===== src/rtl/tilt_angle_smoother_with_hold_top_macros.svh =====
// Assertion helpers for the top-level RTL file, which checks its own logic.
`ifndef TILT_ANGLE_SMOOTHER_WITH_HOLD_TOP_MACROS_SVH
`define TILT_ANGLE_SMOOTHER_WITH_HOLD_TOP_MACROS_SVH

// Same-cycle implication, checked on every rising edge outside reset.
`define TASM_ASSERT_NOW(lbl, pre, post, msg) \
  lbl: assert property (@(posedge clk_i) disable iff (!rst_ni) (pre) |-> (post)) \
    else $error(msg);

// Next-cycle implication, checked on every rising edge outside reset.
`define TASM_ASSERT_NEXT(lbl, pre, post, msg) \
  lbl: assert property (@(posedge clk_i) disable iff (!rst_ni) (pre) |=> (post)) \
    else $error(msg);

`endif


===== src/rtl/tasm_pkg.sv =====
package tasm_pkg;

  // Angle width in 1/256 degree, CORDIC datapath and angle accumulator widths.
  localparam int AW = 17;
  localparam int CW = 32;
  localparam int ZW = AW + 8;
  localparam int IN_SHIFT = 12;

  // CORDIC iteration count, capped by the arctangent table depth.
  localparam int CORDIC_STEPS = 16;
  localparam int MAX_STEPS = 24;
  localparam int NSTEPS = (CORDIC_STEPS < MAX_STEPS) ? CORDIC_STEPS : MAX_STEPS;
  localparam int STEP_W = $clog2(MAX_STEPS);

  // Clamp and filter constants.
  localparam logic [15:0] FULL_LIMIT = 16'd46080;
  localparam logic [16:0] GAIN_ONE = 17'd65536;
  localparam int PW = 36;

  // Configuration register indexes.
  localparam logic [1:0] CFG_GAIN = 2'd0;
  localparam logic [1:0] CFG_LIMIT = 2'd1;
  localparam logic [1:0] CFG_POPUP = 2'd2;

  // Reset values of the configuration registers.
  localparam logic [16:0] GAIN_RESET = 17'd6554;
  localparam logic [15:0] LIMIT_RESET = 16'd11520;
  localparam logic [15:0] POPUP_RESET = 16'd5000;

  // atan(2^-i) in degrees, Q16.
  localparam logic [21:0] ATAN_TAB [MAX_STEPS] = '{
    22'd2949120, 22'd1740967, 22'd919879, 22'd466945, 22'd234379, 22'd117304,
    22'd58666, 22'd29335, 22'd14668, 22'd7334, 22'd3667, 22'd1833,
    22'd917, 22'd458, 22'd229, 22'd115, 22'd57, 22'd29,
    22'd14, 22'd7, 22'd4, 22'd2, 22'd1, 22'd0
  };

  // Status returned by an arithmetic unit when its work is finished.
  typedef struct packed {
    logic                 done;
    logic signed [AW-1:0] value;
  } unit_st_t;

endpackage


===== src/rtl/tasm_if.sv =====
// Input channel: one accelerometer sample with lock level and time.
interface tasm_in_if;
  logic               valid;
  logic               ready;
  logic signed [15:0] accel_x;
  logic signed [15:0] accel_y;
  logic signed [15:0] accel_z;
  logic               lock_pressed;
  logic [31:0]        now_ms;

  modport source (output valid, accel_x, accel_y, accel_z, lock_pressed, now_ms,
                  input ready);
  modport sink (input valid, accel_x, accel_y, accel_z, lock_pressed, now_ms,
                output ready);
endinterface

// Output channel: smoothed and held angles with lock and popup flags.
interface tasm_out_if;
  logic               valid;
  logic               ready;
  logic signed [16:0] roll_angle;
  logic signed [16:0] pitch_angle;
  logic signed [16:0] held_roll;
  logic signed [16:0] held_pitch;
  logic               locked;
  logic               popup_on;

  modport source (output valid, roll_angle, pitch_angle, held_roll, held_pitch, locked,
                  popup_on, input ready);
  modport sink (input valid, roll_angle, pitch_angle, held_roll, held_pitch, locked,
                popup_on, output ready);
endinterface


===== src/rtl/tasm_cordic.sv =====
module tasm_cordic (
  input  logic                           clk_i,
  input  logic                           rst_ni,
  input  logic                           start_i,
  input  logic signed [tasm_pkg::AW-1:0] num_i,
  input  logic signed [tasm_pkg::AW-1:0] den_i,
  input  logic [15:0]                    limit_i,
  output tasm_pkg::unit_st_t             st_o
);
  import tasm_pkg::*;

  localparam logic [1:0] PH_IDLE = 2'd0;
  localparam logic [1:0] PH_ITER = 2'd1;
  localparam logic [1:0] PH_FIN  = 2'd2;

  localparam logic signed [ZW-1:0] ANG90 = ZW'(90 * 65536);
  localparam logic [STEP_W-1:0] LAST_STEP = STEP_W'(NSTEPS - 1);

  logic [1:0]              ph_q, ph_d;
  logic [STEP_W-1:0]       step_q, step_d;
  logic                    done_q, done_d;
  logic signed [CW-1:0]    x_q, x_d, y_q, y_d;
  logic signed [ZW-1:0]    z_q, z_d;
  logic                    zero_q, zero_d;
  logic signed [AW-1:0]    angle_q, angle_d;

  logic signed [CW-1:0]    num_w, den_w, dx, dy;
  logic signed [ZW-1:0]    atan_w, z_rnd;
  logic signed [AW-1:0]    raw, lim_s;
  logic [15:0]             lim;

  // Shared shifters and arctangent lookup for the current step.
  assign num_w  = CW'(num_i);
  assign den_w  = CW'(den_i);
  assign dx     = y_q >>> step_q;
  assign dy     = x_q >>> step_q;
  assign atan_w = $signed({3'b000, ATAN_TAB[step_q]});

  // Round the accumulator to 1/256 degree and clamp to the limit.
  assign z_rnd = z_q + ZW'(128);
  assign raw   = z_rnd[ZW-1:8];
  assign lim   = (limit_i > FULL_LIMIT) ? FULL_LIMIT : limit_i;
  assign lim_s = $signed({1'b0, lim});

  // Sequencer and rotation step.
  always_comb begin
    ph_d    = ph_q;
    step_d  = step_q;
    done_d  = 1'b0;
    x_d     = x_q;
    y_d     = y_q;
    z_d     = z_q;
    zero_d  = zero_q;
    angle_d = angle_q;
    unique case (ph_q)
      PH_IDLE: begin
        if (start_i) begin
          ph_d   = PH_ITER;
          step_d = '0;
          zero_d = (num_i == '0) && (den_i == '0);
          if (num_i > 0) begin
            x_d = num_w <<< IN_SHIFT;
            y_d = (-den_w) <<< IN_SHIFT;
            z_d = ANG90;
          end else begin
            x_d = (-num_w) <<< IN_SHIFT;
            y_d = den_w <<< IN_SHIFT;
            z_d = -ANG90;
          end
        end
      end
      PH_ITER: begin
        if (y_q > 0) begin
          x_d = x_q + dx;
          y_d = y_q - dy;
          z_d = z_q + atan_w;
        end else begin
          x_d = x_q - dx;
          y_d = y_q + dy;
          z_d = z_q - atan_w;
        end
        step_d = step_q + STEP_W'(1);
        if (step_q == LAST_STEP) begin
          ph_d = PH_FIN;
        end
      end
      PH_FIN: begin
        ph_d   = PH_IDLE;
        done_d = 1'b1;
        priority if (zero_q) begin
          angle_d = '0;
        end else if (raw > lim_s) begin
          angle_d = lim_s;
        end else if (raw < -lim_s) begin
          angle_d = -lim_s;
        end else begin
          angle_d = raw;
        end
      end
      default: begin
        ph_d = PH_IDLE;
      end
    endcase
  end

  // Control registers.
  always_ff @(posedge clk_i or negedge rst_ni) begin
    if (!rst_ni) begin
      ph_q   <= PH_IDLE;
      step_q <= '0;
      done_q <= 1'b0;
    end else begin
      ph_q   <= ph_d;
      step_q <= step_d;
      done_q <= done_d;
    end
  end

  // Datapath registers.
  always_ff @(posedge clk_i) begin
    x_q     <= x_d;
    y_q     <= y_d;
    z_q     <= z_d;
    zero_q  <= zero_d;
    angle_q <= angle_d;
  end

  assign st_o.done  = done_q;
  assign st_o.value = angle_q;

endmodule


===== src/rtl/tasm_mac.sv =====
module tasm_mac (
  input  logic                           clk_i,
  input  logic                           rst_ni,
  input  logic                           start_i,
  input  logic signed [tasm_pkg::AW-1:0] raw_i,
  input  logic signed [tasm_pkg::AW-1:0] prev_i,
  input  logic [16:0]                    gain_i,
  output tasm_pkg::unit_st_t             st_o
);
  import tasm_pkg::*;

  localparam logic [1:0] PH_IDLE = 2'd0;
  localparam logic [1:0] PH_M1   = 2'd1;
  localparam logic [1:0] PH_M2   = 2'd2;
  localparam logic [1:0] PH_FIN  = 2'd3;

  logic [1:0]              ph_q, ph_d;
  logic                    done_q;
  logic signed [AW-1:0]    raw_q, prev_q, res_q;
  logic signed [PW-1:0]    prod_q, acc_q, sum;
  logic [16:0]             g, g_inv;
  logic signed [17:0]      op_a;
  logic signed [AW-1:0]    op_b;
  logic signed [AW+17:0]   prod;

  // Gain saturates at one; the old value takes the complement.
  assign g     = (gain_i > GAIN_ONE) ? GAIN_ONE : gain_i;
  assign g_inv = GAIN_ONE - g;

  // One shared multiplier: new sample first, then the previous output.
  assign op_a = (ph_q == PH_M1) ? $signed({1'b0, g}) : $signed({1'b0, g_inv});
  assign op_b = (ph_q == PH_M1) ? raw_q : prev_q;
  assign prod = op_a * op_b;
  assign sum  = acc_q + prod_q + PW'(32768);

  // Phase sequencer.
  always_comb begin
    unique case (ph_q)
      PH_IDLE: ph_d = start_i ? PH_M1 : PH_IDLE;
      PH_M1:   ph_d = PH_M2;
      PH_M2:   ph_d = PH_FIN;
      PH_FIN:  ph_d = PH_IDLE;
      default: ph_d = PH_IDLE;
    endcase
  end

  always_ff @(posedge clk_i or negedge rst_ni) begin
    if (!rst_ni) begin
      ph_q   <= PH_IDLE;
      done_q <= 1'b0;
    end else begin
      ph_q   <= ph_d;
      done_q <= (ph_q == PH_FIN);
    end
  end

  // Operand latches, product register, accumulator and result.
  always_ff @(posedge clk_i) begin
    if (ph_q == PH_IDLE && start_i) begin
      raw_q  <= raw_i;
      prev_q <= prev_i;
    end
    if (ph_q == PH_M1 || ph_q == PH_M2) begin
      prod_q <= PW'(prod);
    end
    if (ph_q == PH_M2) begin
      acc_q <= prod_q;
    end
    if (ph_q == PH_FIN) begin
      res_q <= sum[AW+15:16];
    end
  end

  assign st_o.done  = done_q;
  assign st_o.value = res_q;

endmodule


===== src/rtl/tilt_angle_smoother_with_hold_top.sv =====
// Channel   | Direction | Moves per transaction
// in_i      | sink      | accel_x, accel_y, accel_z, lock_pressed, now_ms
// out_o     | source    | roll_angle, pitch_angle, held_roll, held_pitch, locked, popup_on
// cfg_*     | write     | smoothing_gain, angle_limit, popup_duration_ms
//
// A sample is accepted only while the sequencer idles, so the next one waits until the result
// of the previous one is loaded: two rotator passes (start, CORDIC_STEPS iterations, rounding),
// two filter passes, and the start and output steps of the sequencer.
// Reset clears the filter, hold and popup state at once; there is no clearing pass.
// A finished result sits in the output register; while it is not taken, the next
// sample may still be accepted, and the sequencer waits only at its final step.
module tilt_angle_smoother_with_hold_top (
  input  logic        clk_i,
  input  logic        rst_ni,
  tasm_in_if.sink     in_i,
  tasm_out_if.source  out_o,
  input  logic        cfg_we_i,
  input  logic [1:0]  cfg_idx_i,
  input  logic [16:0] cfg_data_i
);
  import tasm_pkg::*;
  `include "tilt_angle_smoother_with_hold_top_macros.svh"

  localparam logic [2:0] S_IDLE   = 3'd0;
  localparam logic [2:0] S_START  = 3'd1;
  localparam logic [2:0] S_ROLL   = 3'd2;
  localparam logic [2:0] S_PITCH  = 3'd3;
  localparam logic [2:0] S_FROLL  = 3'd4;
  localparam logic [2:0] S_FPITCH = 3'd5;
  localparam logic [2:0] S_OUT    = 3'd6;

  logic [2:0]           state_q, state_d;

  // Configuration registers.
  logic [16:0]          gain_q;
  logic [15:0]          limit_q;
  logic [15:0]          popup_q;

  // Latched sample.
  logic signed [15:0]   ax_q, ay_q, az_q;
  logic                 lock_q;
  logic [31:0]          now_q;

  // Intermediate results.
  logic signed [AW-1:0] raw_roll_q, raw_pitch_q, new_roll_q, new_pitch_q;

  // Block state.
  logic signed [AW-1:0] roll_f_q, pitch_f_q, roll_c_q, pitch_c_q;
  logic                 lock_prev_q;
  logic [31:0]          deadline_q;

  // Output register.
  logic                 out_valid_q;
  logic signed [AW-1:0] o_roll_q, o_pitch_q, o_hroll_q, o_hpitch_q;
  logic                 o_locked_q, o_show_q;

  unit_st_t             cor_st, mac_st;
  logic                 cor_start, mac_start, accept, emit;
  logic signed [AW-1:0] cor_num, cor_den, mac_raw, mac_prev;
  logic                 release_w, show_w;
  logic [31:0]          deadline_w;

  assign accept = in_i.valid && in_i.ready;
  assign in_i.ready = (state_q == S_IDLE);
  assign emit = (state_q == S_OUT) && (!out_valid_q || out_o.ready);

  // Operand selection for the rotator: roll uses -y, pitch uses -x, both over -z.
  assign cor_start = (state_q == S_START) || (state_q == S_ROLL && cor_st.done);
  assign cor_num   = (state_q == S_START) ? -AW'(ay_q) : -AW'(ax_q);
  assign cor_den   = -AW'(az_q);

  // Operand selection for the filter unit.
  assign mac_start = (state_q == S_PITCH && cor_st.done) ||
                     (state_q == S_FROLL && mac_st.done);
  assign mac_raw   = (state_q == S_PITCH) ? raw_roll_q : raw_pitch_q;
  assign mac_prev  = (state_q == S_PITCH) ? roll_f_q : pitch_f_q;

  tasm_cordic u_cordic (
    .clk_i   (clk_i),
    .rst_ni  (rst_ni),
    .start_i (cor_start),
    .num_i   (cor_num),
    .den_i   (cor_den),
    .limit_i (limit_q),
    .st_o    (cor_st)
  );

  tasm_mac u_mac (
    .clk_i   (clk_i),
    .rst_ni  (rst_ni),
    .start_i (mac_start),
    .raw_i   (mac_raw),
    .prev_i  (mac_prev),
    .gain_i  (gain_q),
    .st_o    (mac_st)
  );

  // Sequencer.
  always_comb begin
    state_d = state_q;
    unique case (state_q)
      S_IDLE:   if (accept) state_d = S_START;
      S_START:  state_d = S_ROLL;
      S_ROLL:   if (cor_st.done) state_d = S_PITCH;
      S_PITCH:  if (cor_st.done) state_d = S_FROLL;
      S_FROLL:  if (mac_st.done) state_d = S_FPITCH;
      S_FPITCH: if (mac_st.done) state_d = S_OUT;
      S_OUT:    if (emit) state_d = S_IDLE;
      default:  state_d = S_IDLE;
    endcase
  end

  // Lock release captures the angles and arms the popup deadline.
  assign release_w  = lock_prev_q && !lock_q;
  assign deadline_w = release_w ? (now_q + {16'd0, popup_q}) : deadline_q;
  assign show_w     = (deadline_w != '0) && !lock_q && (now_q < deadline_w);

  // Control state, configuration and block state.
  always_ff @(posedge clk_i or negedge rst_ni) begin
    if (!rst_ni) begin
      state_q     <= S_IDLE;
      gain_q      <= GAIN_RESET;
      limit_q     <= LIMIT_RESET;
      popup_q     <= POPUP_RESET;
      roll_f_q    <= '0;
      pitch_f_q   <= '0;
      roll_c_q    <= '0;
      pitch_c_q   <= '0;
      lock_prev_q <= 1'b0;
      deadline_q  <= '0;
      out_valid_q <= 1'b0;
    end else begin
      state_q <= state_d;
      if (cfg_we_i) begin
        unique case (cfg_idx_i)
          CFG_GAIN:  gain_q  <= cfg_data_i;
          CFG_LIMIT: limit_q <= cfg_data_i[15:0];
          CFG_POPUP: popup_q <= cfg_data_i[15:0];
          default:   ;
        endcase
      end
      if (emit) begin
        roll_f_q    <= new_roll_q;
        pitch_f_q   <= new_pitch_q;
        if (release_w) begin
          roll_c_q  <= new_roll_q;
          pitch_c_q <= new_pitch_q;
        end
        lock_prev_q <= lock_q;
        deadline_q  <= show_w ? deadline_w : '0;
        out_valid_q <= 1'b1;
      end else if (out_o.ready) begin
        out_valid_q <= 1'b0;
      end
    end
  end

  // Payload registers.
  always_ff @(posedge clk_i) begin
    if (accept) begin
      ax_q   <= in_i.accel_x;
      ay_q   <= in_i.accel_y;
      az_q   <= in_i.accel_z;
      lock_q <= in_i.lock_pressed;
      now_q  <= in_i.now_ms;
    end
    if (state_q == S_ROLL && cor_st.done) raw_roll_q <= cor_st.value;
    if (state_q == S_PITCH && cor_st.done) raw_pitch_q <= cor_st.value;
    if (state_q == S_FROLL && mac_st.done) new_roll_q <= mac_st.value;
    if (state_q == S_FPITCH && mac_st.done) new_pitch_q <= mac_st.value;
    if (emit) begin
      o_roll_q   <= new_roll_q;
      o_pitch_q  <= new_pitch_q;
      o_hroll_q  <= release_w ? new_roll_q : roll_c_q;
      o_hpitch_q <= release_w ? new_pitch_q : pitch_c_q;
      o_locked_q <= lock_q;
      o_show_q   <= show_w;
    end
  end

  assign out_o.valid       = out_valid_q;
  assign out_o.roll_angle  = o_roll_q;
  assign out_o.pitch_angle = o_pitch_q;
  assign out_o.held_roll   = o_hroll_q;
  assign out_o.held_pitch  = o_hpitch_q;
  assign out_o.locked      = o_locked_q;
  assign out_o.popup_on    = o_show_q;

  // The rotator and the filter unit never finish in the same cycle.
  `TASM_ASSERT_NOW(a_units_apart, cor_st.done, !mac_st.done, "rotator and filter both done")
  // A result leaves the final step into the output register and the sequencer idles.
  `TASM_ASSERT_NEXT(a_emit_loads, emit, out_valid_q && state_q == S_IDLE, "result not loaded")
  // A shown popup never coexists with a held lock button.
  `TASM_ASSERT_NOW(a_popup_unlocked, out_valid_q && o_show_q, !o_locked_q, "popup while locked")
  // With no popup shown, the deadline has been cleared.
  `TASM_ASSERT_NOW(a_deadline_clear, out_valid_q && !o_show_q, deadline_q == '0,
                   "deadline left armed without popup")

endmodule


===== src/flat_wrapper.sv =====
// flat-port wrapper written by rule: the top's interface ports become plain ports
module tilt_angle_smoother_with_hold_top_flat import tasm_pkg::*;
  (clk_i, rst_ni, cfg_we_i, cfg_idx_i, cfg_data_i, in_i_valid, in_i_accel_x, in_i_accel_y, in_i_accel_z, in_i_lock_pressed, in_i_now_ms, in_i_ready, out_o_valid, out_o_roll_angle, out_o_pitch_angle, out_o_held_roll, out_o_held_pitch, out_o_locked, out_o_popup_on, out_o_ready);
  tasm_in_if in_i_i ();
  tasm_out_if out_o_i ();
  input  logic clk_i;
  input  logic rst_ni;
  input  logic cfg_we_i;
  input  logic [1:0] cfg_idx_i;
  input  logic [16:0] cfg_data_i;
  input wire logic [$bits(in_i_i.valid)-1:0] in_i_valid;
  input wire logic [$bits(in_i_i.accel_x)-1:0] in_i_accel_x;
  input wire logic [$bits(in_i_i.accel_y)-1:0] in_i_accel_y;
  input wire logic [$bits(in_i_i.accel_z)-1:0] in_i_accel_z;
  input wire logic [$bits(in_i_i.lock_pressed)-1:0] in_i_lock_pressed;
  input wire logic [$bits(in_i_i.now_ms)-1:0] in_i_now_ms;
  output wire logic [$bits(in_i_i.ready)-1:0] in_i_ready;
  output wire logic [$bits(out_o_i.valid)-1:0] out_o_valid;
  output wire logic [$bits(out_o_i.roll_angle)-1:0] out_o_roll_angle;
  output wire logic [$bits(out_o_i.pitch_angle)-1:0] out_o_pitch_angle;
  output wire logic [$bits(out_o_i.held_roll)-1:0] out_o_held_roll;
  output wire logic [$bits(out_o_i.held_pitch)-1:0] out_o_held_pitch;
  output wire logic [$bits(out_o_i.locked)-1:0] out_o_locked;
  output wire logic [$bits(out_o_i.popup_on)-1:0] out_o_popup_on;
  input wire logic [$bits(out_o_i.ready)-1:0] out_o_ready;
  assign in_i_i.valid = in_i_valid;
  assign in_i_i.accel_x = in_i_accel_x;
  assign in_i_i.accel_y = in_i_accel_y;
  assign in_i_i.accel_z = in_i_accel_z;
  assign in_i_i.lock_pressed = in_i_lock_pressed;
  assign in_i_i.now_ms = in_i_now_ms;
  assign in_i_ready = in_i_i.ready;
  assign out_o_valid = out_o_i.valid;
  assign out_o_roll_angle = out_o_i.roll_angle;
  assign out_o_pitch_angle = out_o_i.pitch_angle;
  assign out_o_held_roll = out_o_i.held_roll;
  assign out_o_held_pitch = out_o_i.held_pitch;
  assign out_o_locked = out_o_i.locked;
  assign out_o_popup_on = out_o_i.popup_on;
  assign out_o_i.ready = out_o_ready;
  tilt_angle_smoother_with_hold_top u_core (.clk_i(clk_i), .rst_ni(rst_ni), .in_i(in_i_i), .out_o(out_o_i), .cfg_we_i(cfg_we_i), .cfg_idx_i(cfg_idx_i), .cfg_data_i(cfg_data_i));
endmodule

===== config.mk =====
export PLATFORM = sky130hd
export DESIGN_NAME = tilt_angle_smoother_with_hold_top_flat
export DESIGN_NICKNAME = d
export VERILOG_FILES = /design/src/rtl/tasm_pkg.sv /design/src/rtl/tasm_if.sv /design/src/rtl/tasm_cordic.sv /design/src/rtl/tasm_mac.sv /design/src/rtl/tilt_angle_smoother_with_hold_top.sv /design/src/flat_wrapper.sv
export VERILOG_INCLUDE_DIRS = /design/src /design/src/rtl
export SDC_FILE = /design/constraint.sdc
export NUM_CORES = 2
export LEC_CHECK = 0
export BUFFER_PORTS_ARGS = -buffer_cell sky130_fd_sc_hd__buf_2
export CORE_MARGIN = 2
export CORE_UTILIZATION = 40
export CTS_CLUSTER_DIAMETER = 120
export DETAILED_ROUTE_END_ITERATION = 7
export MAX_ROUTING_LAYER = met4
export SLEW_MARGIN = 20
export SYNTH_ARGS = -nofsm -noshare
export SYNTH_HDL_FRONTEND = slang
export SYNTH_SLANG_ARGS = --single-unit

===== constraint.sdc =====
create_clock -name clk_i -period 26.1 [get_ports clk_i]
set_input_delay 1.305 -clock clk_i [delete_from_list [all_inputs] [get_ports clk_i]]
set_output_delay 1.305 -clock clk_i [all_outputs]
set_load 0.1 [all_outputs]

==> key figures <==
Critical path
  • Critical Path Sink Type: flip-flop
  • Crit-path max FO: 11
  • Most common cell type on the critical path: fa_1
  • Required @ worst endpoint: 26510 ps
  • Setup Crit Path Kind: flip-flop to flip-flop
  • CP arrival: roughly 10000 ps
  • CP Launch Type: flip-flop
  • Slowest cell delay on critical path: between 700 and 800 ps
  • CP max-delay cell: xor2_1

Logic synthesis
  • Warnings from Yosys: 0
  • Number of flops mapped to enable cells by yosys: 443
  • Synth Register Bits: a little over 600
  • Seq/Total Area, Yosys: between 30 and 40%
  • Synth Instances: approximately 5000
  • Synth cell types: 100
  • Mapped Nets: roughly 5700
  • Post-synthesis area per instance: about 10 um2
  • Ys flop type: edfxtp_1
  • Synth async-reset ratio: a little over a quarter
  • Post-Syn Area: 49200 um2

Clock tree
  • Clk_lat worst skew: 680 ps
  • Hold_buf cts: 0
  • Cts repair resizes: 0
  • CTS tree: yes
  • CTS Buf Count: 73
  • Worst-path clk slew: around 60 ps
  • Clock Tree Root: clkbuf_16
  • CTS Sinks: 608
  • Clk buf depth: 3
  • Post-CTS setup buffers: 0
  • H-tree depth: 3

Drt
  • Final ANT Viol Nets: 0
  • Vias: roughly 37000
  • Total wire length: 139000 um
  • DR pass1 iterations: 5
  • # DRC: 0
  • WL per Instance: between 20 and 25 um
  • Starting DRT DRC Count: 3179
  • Vias per cell: between 5 and 6

Floorplan
  • Row count: between 100 and 150
  • Initial cell density of the core: between 40% and 50%
  • Core ar.: 122000 um2
  • Chip height: 355 um
  • Chip width: between 300 and 400 um
  • Die area: ~130000 um2
  • Ports: ~180

Global route
  • Vias in the first global route: around 37000
  • Met3 usage: under 10%
  • Met1 global-route usage: 28.6%
  • First-pass GRT wire length: around 210000 um
  • GR peak layer: met2
  • Initial antenna violation count: 12
  • GR Layer Usage met2: 36.5%
  • Gr usage total: between 20 and 25%
  • Overflow after GRT: 0
  • Maximum number of pins on one net before global-route repair: 109

STA
  • Slew Limit Fails: 0
  • Setup WS post-layout: 16510 ps
  • Slew margin rel.: between 10% and 20%
  • Fmax: approximately 100 MHz
  • Slew at the pin with the worst max-slew slack: between 1000 and 1500 ps
  • Final Critical Period: between 9000 and 10000 ps
  • RSZ-0062 raised after global routing: no
  • Tcrit/Tclk final: roughly 37%
  • Setup TNS: 0 ps
  • # setup viols final: 0
  • Clock Skew: slightly below 50 ps
  • Hold Fails Final Rpt: 0

Cells and area
  • Nets: approximately 5700
  • Area Growth Syn to Fin: 10.2%
  • Post-Layout Cell Count: a little under 7000
  • Commonest non-fill, non-tap cell in the layout: nand2_1
  • Share of cells above drive strength 1: between 10% and 20%
  • Commonest non-fill, non-tap cells in the layout: nand2_1 (666), nor2_1 (461), edfxtp_1 (443)
  • Finished Cell Area: ~54000 um2

Placement
  • RD Place Congestion: just under 1
  • Post-DP HPWL: around 100000 um
  • Pre-CTS setup slack: 16570 ps
  • Placed Cells: between 6000 and 7000
  • Placed inst area: 51700 um2
  • Port buffer count: ~180

Job
  • Max_cap viols: 0

Min path
  • Min-delay worst type: flip-flop to flip-flop

Outcome
  • Status: finished clean
-- logic make-up after synthesis --
group	Yosys count	share of synthesized area, %
AOI/OAI and AO/OA	882	11.8
and+or+nand+nor	1673	15.5
xor gates and xnor gates	321	5.75
buffers and inverters	594	4.82
muxes	279	8.02
adders and majority gates	594	18.6
DFF	608	35.5
-- cell type report --
type,instances,area (um2)
inverters,377,1420
multi-input cells,3749,29500
diodes,6,15.0
clock inverters,48,508
fillers,11600,67700
flip-flops and latches,608,17500
repair buffers,240,1370
clock buffers,84,1890
well taps,1625,2030
-- metrics by stage --
stage	utilization (%)	hold slack (ps)
global placement	42.4	427
floorplan	-	421
finish	44.4	441
detailed placement	42.4	432
CTS	44.4	440
global route	44.4	453
-- cells in the mapped netlist (17+ instances only) --
| cell | count | area (um2) |
|---|---|---|
| mux4_2 | 72 | 1620 |
| clkbuf_1 | 162 | 608 |
| ha_1 | 366 | 4580 |
| nand2b_1 | 88 | 551 |
| or2_2 | 33 | 206 |
| o31ai_1 | 49 | 368 |
| nor4_1 | 32 | 200 |
| a21oi_1 | 223 | 1120 |
| nor2_1 | 463 | 1740 |
| mux2_2 | 109 | 1230 |
| edfxtp_1 | 443 | 13300 |
| and3_1 | 29 | 181 |
| a211oi_1 | 43 | 323 |
| o21bai_1 | 18 | 135 |
| xor2_1 | 123 | 1080 |
| buf_1 | 26 | 97.6 |
| o211ai_1 | 21 | 158 |
| nand3_1 | 68 | 340 |
| o21ai_0 | 174 | 871 |
| a21o_1 | 73 | 548 |
| and2_1 | 36 | 225 |
| dfrtp_1 | 149 | 3730 |
| mux2i_1 | 90 | 901 |
| or3_1 | 34 | 213 |
| nand4_1 | 31 | 194 |
| o21a_1 | 48 | 360 |
| nor3_1 | 78 | 390 |
| nor2b_1 | 43 | 269 |
| o22ai_1 | 17 | 106 |
| nand2_1 | 666 | 2500 |
| a31oi_1 | 32 | 200 |
| fa_1 | 228 | 4560 |
| xnor2_1 | 197 | 1730 |
| inv_1 | 374 | 1400 |
-- worst paths after layout --
path,start,to,slack [ps],cells past startpoint
worst max-delay path,u_core.gain_q[2]$_DFFE_PN0P_,u_core.u_mac.prod_q[32]$_DFFE_PP_,16510,32
worst min-delay path,u_core.u_mac.res_q[4]$_DFFE_PP_,u_core.new_pitch_q[4]$_DFFE_PP_,440,0
worst max register to register,u_core.gain_q[2]$_DFFE_PN0P_,u_core.u_mac.prod_q[32]$_DFFE_PP_,16510,32
worst min register to register,u_core.u_mac.res_q[4]$_DFFE_PP_,u_core.new_pitch_q[4]$_DFFE_PP_,440,0
max in group asynchronous,rst_ni,u_core.u_cordic.step_q[0]$_DFFE_PN0P_,23830,2
min in group asynchronous,rst_ni,u_core.pitch_c_q[12]$_DFFE_PN0P_,730,1
-- layer usage --
| layer | up-vias | share of wire [%] |
|---|---|---|
| met5 | - | 0 |
| met4 | 0 | 3.9 |
| met3 | 274 | 5.6 |
| met2 | 1199 | 48 |
| met1 | 18100 | 43 |
| li1 | 17700 | - |
-- worst max-delay path, delay by kind of cell, from the launching register on --
family                     cells  cell delay, ps
AOI/OAI and AO/OA             10            2480
xor gates and xnor gates       2             850
adders and majority gates      7            3410
buffers and inverters          5             320
DFF                            1             410
and+or+nand+nor                8            1870
-- flip-flops by register name (all words and copies together), names as in the netlist, 25 cells and up --
name	flops
u_core.u_mac.acc_q	33
u_core.now_q	32
u_core.u_cordic.y_q	32
u_core.u_mac.prod_q	33
u_core.deadline_q	32
u_core.u_cordic.z_q	25
u_core.u_cordic.x_q	32
Power is left out: the tool's default activity adds up to more than one toggle a clock period on the data nets, which glitch-free logic cannot reach.
